<file path="config.mk">
export PLATFORM = sky130hd
export DESIGN_NAME = mc_div
export DESIGN_NICKNAME = d
export VERILOG_FILES = /design/src/rtl/mc_pkg.sv /design/src/rtl/mc_div.sv
export SDC_FILE = /design/constraint.sdc
export NUM_CORES = 1
export LEC_CHECK = 0
export BUFFER_PORTS_ARGS = -buffer_cell sky130_fd_sc_hd__buf_2
export CORE_ASPECT_RATIO = 0.5
export CORE_MARGIN = 4
export CORE_UTILIZATION = 24
export CTS_BUF_LIST = sky130_fd_sc_hd__clkbuf_8
export CTS_CLUSTER_SIZE = 20
export DETAILED_ROUTE_END_ITERATION = 8
export PLACE_DENSITY = 0.45
export SYNTH_ARGS = -nofsm -noshare
export SYNTH_HDL_FRONTEND = slang
export SYNTH_SLANG_ARGS = --single-unit
</file>
<file path="constraint.sdc">
create_clock -name clk -period 3.4 [get_ports clk]
set_input_delay 0.34 -clock clk [delete_from_list [all_inputs] [get_ports clk]]
set_output_delay 0.34 -clock clk [all_outputs]
set_load 0.02 [all_outputs]
</file>
<file path="src/rtl/mc_pkg.sv">
// Shared types, constants and edge tables for the marching-cubes cell.
// Used by the channel interfaces, the divider, the top level and the checker.
package mc_pkg;

	localparam int CORNER_COUNT  = 8;
	localparam int ROW_WORDS     = 15;
	localparam int TABLE_DEPTH   = 256 * ROW_WORDS;
	localparam int TBL_AW        = 12;
	localparam int EDGE_COUNT    = 12;
	localparam int EP_DEPTH      = 3 * EDGE_COUNT;
	localparam int EP_AW         = 6;
	localparam int POS_DEPTH     = 3 * CORNER_COUNT;
	localparam int POS_AW        = 5;
	localparam int CFG_IDX_W     = 1;
	localparam int MAX_TRIS_DEF  = 5;
	localparam int FRAC_BITS_DEF = 16;

	localparam logic [3:0] NO_TRI    = 4'd15;
	localparam logic [7:0] CASE_MAX  = 8'd255;

	typedef enum logic [1:0] {
		OP_CORNER  = 2'd0,
		OP_TABLE   = 2'd1,
		OP_AMBIG   = 2'd2,
		OP_COMPUTE = 2'd3
	} op_t;

	typedef enum logic [CFG_IDX_W-1:0] {
		REG_ISO     = 1'b0,
		REG_RESOLVE = 1'b1
	} cfg_reg_t;

	typedef struct packed {
		logic        [1:0]  opcode;
		logic        [2:0]  corner_index;
		logic signed [31:0] pos_x;
		logic signed [31:0] pos_y;
		logic signed [31:0] pos_z;
		logic signed [31:0] corner_weight;
		logic        [11:0] table_address;
		logic        [3:0]  table_word;
		logic        [7:0]  case_select;
		logic               ambiguous_bit;
	} in_item_t;

	typedef struct packed {
		logic signed [31:0] a_x;
		logic signed [31:0] a_y;
		logic signed [31:0] a_z;
		logic signed [31:0] b_x;
		logic signed [31:0] b_y;
		logic signed [31:0] b_z;
		logic signed [31:0] c_x;
		logic signed [31:0] c_y;
		logic signed [31:0] c_z;
		logic               has_triangle;
		logic               last_triangle;
	} out_item_t;

	// first and second corner of each cube edge
	function automatic logic [2:0] edge_c1(input logic [3:0] e);
		logic [2:0] c;
		case (e)
			4'd0, 4'd8:  c = 3'd0;
			4'd1, 4'd9:  c = 3'd1;
			4'd2, 4'd11: c = 3'd2;
			4'd3, 4'd10: c = 3'd3;
			4'd4:        c = 3'd4;
			4'd5:        c = 3'd5;
			4'd6:        c = 3'd6;
			4'd7:        c = 3'd7;
			default:     c = 3'd0;
		endcase
		return c;
	endfunction

	function automatic logic [2:0] edge_c2(input logic [3:0] e);
		logic [2:0] c;
		case (e)
			4'd0:        c = 3'd1;
			4'd1:        c = 3'd2;
			4'd2:        c = 3'd3;
			4'd3:        c = 3'd0;
			4'd4, 4'd9:  c = 3'd5;
			4'd5, 4'd11: c = 3'd6;
			4'd6, 4'd10: c = 3'd7;
			4'd7, 4'd8:  c = 3'd4;
			default:     c = 3'd0;
		endcase
		return c;
	endfunction

endpackage

</file>
<file path="src/rtl/mc_div.sv">
// Radix-2 restoring divider producing t = floor(num * 2^FRAC_BITS / den), num <= den.
// One quotient bit per cycle. Depends on mc_pkg.
module mc_div import mc_pkg::*; #(
	parameter int FRAC_BITS = FRAC_BITS_DEF
) (
	input  logic               clk,
	input  logic               arst_n,
	input  logic               start,
	input  logic [31:0]        num,
	input  logic [31:0]        den,
	output logic               busy,
	output logic [FRAC_BITS:0] quot
);
	localparam int CNT_W = $clog2(FRAC_BITS + 1);

	logic             busy_q;
	logic [CNT_W-1:0] cnt_q;
	logic [31:0]      rem_q;
	logic [31:0]      den_q;
	logic [FRAC_BITS:0] quot_q;
	logic [32:0]      rem2;
	logic [32:0]      diff;
	logic             ge;

	assign rem2 = {rem_q, 1'b0};
	assign diff = rem2 - {1'b0, den_q};
	assign ge   = !diff[32];

	always_ff @(posedge clk or negedge arst_n) begin
		if (!arst_n) begin
			busy_q <= 1'b0;
			cnt_q  <= '0;
		end else if (start) begin
			busy_q <= 1'b1;
			cnt_q  <= CNT_W'(FRAC_BITS);
		end else if (busy_q) begin
			cnt_q <= cnt_q - 1'b1;
			if (cnt_q == CNT_W'(1))
				busy_q <= 1'b0;
		end
	end

	always_ff @(posedge clk) begin
		if (start) begin
			den_q  <= den;
			// integer bit is set only when num equals den
			rem_q  <= (num == den) ? 32'd0 : num;
			quot_q <= (FRAC_BITS+1)'(num == den);
		end else if (busy_q) begin
			rem_q  <= ge ? diff[31:0] : rem2[31:0];
			quot_q <= {quot_q[FRAC_BITS-1:0], ge};
		end
	end

	assign busy = busy_q;
	assign quot = quot_q;
endmodule

</file>
After elaboration in Yosys (flattened, before gate mapping) --
Index checks and enable logic that the tools add are counted.
Word-level totals: register bits 87, bits of input ports 67, output and inout port bits 18, word-level logic and storage cells 23
Cells by class: $add $sub $neg 2, eq/ne operators 2, muxes and demuxes 11, reduce and logical (&&, ||, !) cells 2
Operators by type and width (number):
- $mux W32 | 4
- $sub A33 B32 Y33 | 1
- $eq A32 B32 Y1 | 1
- $mux W5 | 2
- $eq A5 B1 Y1 const B | 1
- $mux W1 | 5
- $sub A5 B1 Y5 const B | 1
- $reduce_bool A2 Y1 | 1
- $logic_not A1 Y1 | 1

Logic depth before layout (Yosys ltp) --
depth in word-level cells 4, mapped depth 13, mapped depth without buffers 10

Worst setup path after synthesis --
Ideal clock, no wire load.
kind register -> register, start register rem_q[0], end register rem_q[22] (data pin), library setup time 0.261 ns, arrival time 2.506 ns, required time 3.139 ns, setup slack 0.633 ns, cell stages (with the launch flop) 11, path buffers 1, clock period less this slack 2.767 ns, path through edfxtp_1 fa_1 a21oi_1 nand4b_1 a21oi_2 nor2_1 o211ai_4 a21boi_4 nor2_8 buf_6 a311o_1
Between the ends: word-level cells in the longest chain between the ends 4
Ends and longest elaborated chain:
- from (decl) | line mc_div.sv:18 | logic [31:0] rem_q;
- from (signal assigned) | line mc_div.sv:47 | rem_q <= (num == den) ? 32'd0 : num;
- from (signal assigned) | line mc_div.sv:50 | rem_q <= ge ? diff[31:0] : rem2[31:0];
- $sub A33 B32 Y33 | line mc_div.sv:26 | assign diff = rem2 - {1'b0, den_q};
- $mux W32 | line mc_div.sv:50
- $mux W32 | line mc_div.sv:49 | end else if (busy_q) begin
- $mux W32 | line mc_div.sv:44 | if (start) begin
No other way between the ends. The select of a mux whose other input is x is not followed. A chain may end at the register's enable or synchronous reset.

Worst setup path after layout --
start register rem_q[0], end register rem_q[14] (data pin)
The elaborated chain is that of the path after synthesis.

==> impl_metrics.toml <==
[run_status]
outcome = "completed"

[layout]
seqCellArea_sq_um = 2422
final_common_cell = "buf_2"
fillCellCount = 2572
multi_input_area_sq_um = 3192
final_cell_mix = "buf_2 (83), edfxtp_1 (65), xnor2_1 (51)"
area_delta_synth_final_pct = 19.14
drive_above_1_share = 0.2082
num_antenna_cells = 0
nNetsFinal = 807
finish.utilization = 0.2929

[yosys]
ys_seq_elements = 87
ys_async_sr_fraction = 0.06897
yosys.area.top_type = "edfxtp_1"
yosysUniqueCellTypes = 63
synthCells = 612
syn_nets = 713
synth_top_area_frac = 0.3285
yosys_warnings = 0
synth_area_leaders = "edfxtp_1 (33%), xnor2_1 (7.5%), ha_1 (6.9%)"
syn_area_sq_um = 5942
ys.flop_type = "edfxtp_1"
syn_avg_cell_area_sq_um = 9.709
ys_seq_area_frac = 0.4077
synth_edf_count = 65

[grt]
grt_max_degree = 49
grt_pass1_vias = 4969
antenna_found_initial = 3
overflow = 0
grt_pass1_wl_um = 29710
track_usage = 0.1408

[floorplanning]
start_util = 0.2458
die_h_um = 119.3
fp.dieArea_sq_um = 27490
ios = 85
fp-row-count = 40
chipWidth_um = 230.5
core_sq_um = 24170

[sta]
hold_ws_ps = 144.0
rsz0062_at_grt = "false"
finalClockSkew_ps = 12.30
setup_tns_ps = 0
tightest_slew_ps = 923.0
fin_crit_sh = 0.8869
setup_viol = 0
max_slew_margin = 0.3847
drv_slew = 0
hold_viol_final = 0
clock.fmax_ghz = 0.3316
min_period_ps = 3015

[power_and_ir_drop]
p_switching_mw = 2.644
power_density_nw_per_um2 = 838.0
ir_drop_mv = 0.3702
p_comb_frac = 0.591
p_leak_nw = 3.065
seqPwrFrac = 0.279
p_clk_frac = 0.130
swShare = 0.4456
intPower_mw = 3.289
finalPower_mw = 5.932

[clock_network]
cts_sinks = 87
htree_levels = 3
tritoncts = "yes"
cts.repair.resized = 0
cts.reportedPaths.clkPinSlew_ps = 100
clk_latency_ps = 390
cts_buffers = 9
cts_buffer_depth = 2
clockRootBuffer = "clkbuf_8"

[detailed_routing]
ant_nets = 0
drc = 0
dr.pass1.iters = 5
wirelength_um = 19340
dr_total_vias = 4976
avgViaCountPerCell = 4.753
drt_iter0_drc = 314
avgRoutedWirePerCell_um = 18.47

[place]
io_buffers = 84
gp_congestion = 0.8602
dp.final_hpwl_um = 14670

[critical_path]
cpMaxStageDelayCell = "fa_1"
crit_type = "reg2reg"
cp.buffers_inverters = 1
cp_cell_sequence = "fa_1 -> a21oi_1 -> nand4b_1 -> a21oi_2 -> nor2_1 -> o211ai_4 -> and3_1 -> buf_4 -> nor4_1 -> a311o_1"
crit_required_ps = 3660
crit_family = "simple AND/OR/NAND/NOR gates"
end_kind = "flop"
start_kind = "flop"
slowest_delay_ps = 470
worstPathMaxFanout = 8
arrival_ps = 3270

[hold_path]
hold_class = "in2reg"

[flow_run]
maxCapViolations = 0
## cell type report
type / instances / share of cell area
clock inverters: 7 / 0.009897
multi-input cells: 444 / 0.4509
flip-flops and latches: 87 / 0.3422
repair buffers: 114 / 0.09367
clock buffers: 9 / 0.01750
inverters: 50 / 0.02651
well taps: 336 / 0.05938
## final timing paths
kind / start / end / slack (ps) / cells after the start
max in group asynchronous: arst_n / cnt_q[2]$_DFFE_PN0P_ / 2930 / 2
setup reg to reg: rem_q[0]$_DFFE_PP_ / rem_q[14]$_DFFE_PP_ / 380 / 10
hold reg to reg: quot[16]$_SDFFE_PP0P_ / quot[16]$_SDFFE_PP0P_ / 520 / 2
hold / removal: den[23] / den_q[23]$_DFFE_PP_ / 140 / 1
setup / recovery: rem_q[0]$_DFFE_PP_ / rem_q[14]$_DFFE_PP_ / 380 / 10
min in group asynchronous: arst_n / cnt_q[4]$_DFFE_PN0P_ / 310 / 2
## cells by family after synthesis
logic type / after synthesis / share of synthesized area
multiplexers: 16 / 0.02695
XOR/XNOR: 64 / 0.09434
buffers and inverters: 81 / 0.05580
flip-flops: 87 / 0.4077
AO/OA/AOI/OAI: 145 / 0.1826
adder cells (fa/ha/maj): 34 / 0.07286
AND/OR/NAND/NOR: 185 / 0.1598
## per-layer routing
metal / GRT usage / share of wire
met5: 0 / 0.0012
met4: 0.02981 / 0.012
met3: 0.03035 / 0.039
met2: 0.2208 / 0.44
met1: 0.1995 / 0.51
## cell usage after synthesis, types with 14 or more instances
cell type  count
and2_1        16
nand4_1       23
nor2_1        41
nor4_1        14
dfxtp_1       16
nand2_1       49
edfxtp_1      65
ha_1          33
xnor2_1       51
a21o_1        19
inv_1         49
mux2i_1       16
a21oi_1       33
## power groups by stage
stage | clock, mW | sequential, mW | combinational, mW
after floorplan | 0 | 1.63 | 2.44
after global placement | 0 | 1.67 | 3.48
after detailed placement | 0 | 1.67 | 3.47
after CTS | 0.807 | 1.65 | 3.48
after global routing | 0.848 | 1.68 | 3.85
final | 0.772 | 1.66 | 3.50
## state kept, by name (all words and copies together), names as in the netlist
signal	flops
cnt_q	5
busy	1
den_q	32
quot	17
rem_q	32
## repair_timing
item	CTS	global route
hold buffers	1	0
setup buffers	0	0
endpoints found under the hold margin	6	0
## stage by stage
stage / instance area, sq um / std cells / setup slack [ps]
CTS: 7079 / 1047 / 349.3
detailed placement: 6875 / 1030 / 386.2
global route: 7079 / 1047 / 158.8
finish: 7079 / 1047 / 384.6
floorplan: 5942 / 612 / 632.8
global placement: 6875 / 1030 / 451.4
No activity file was read; power rests on OpenSTA's default activity.
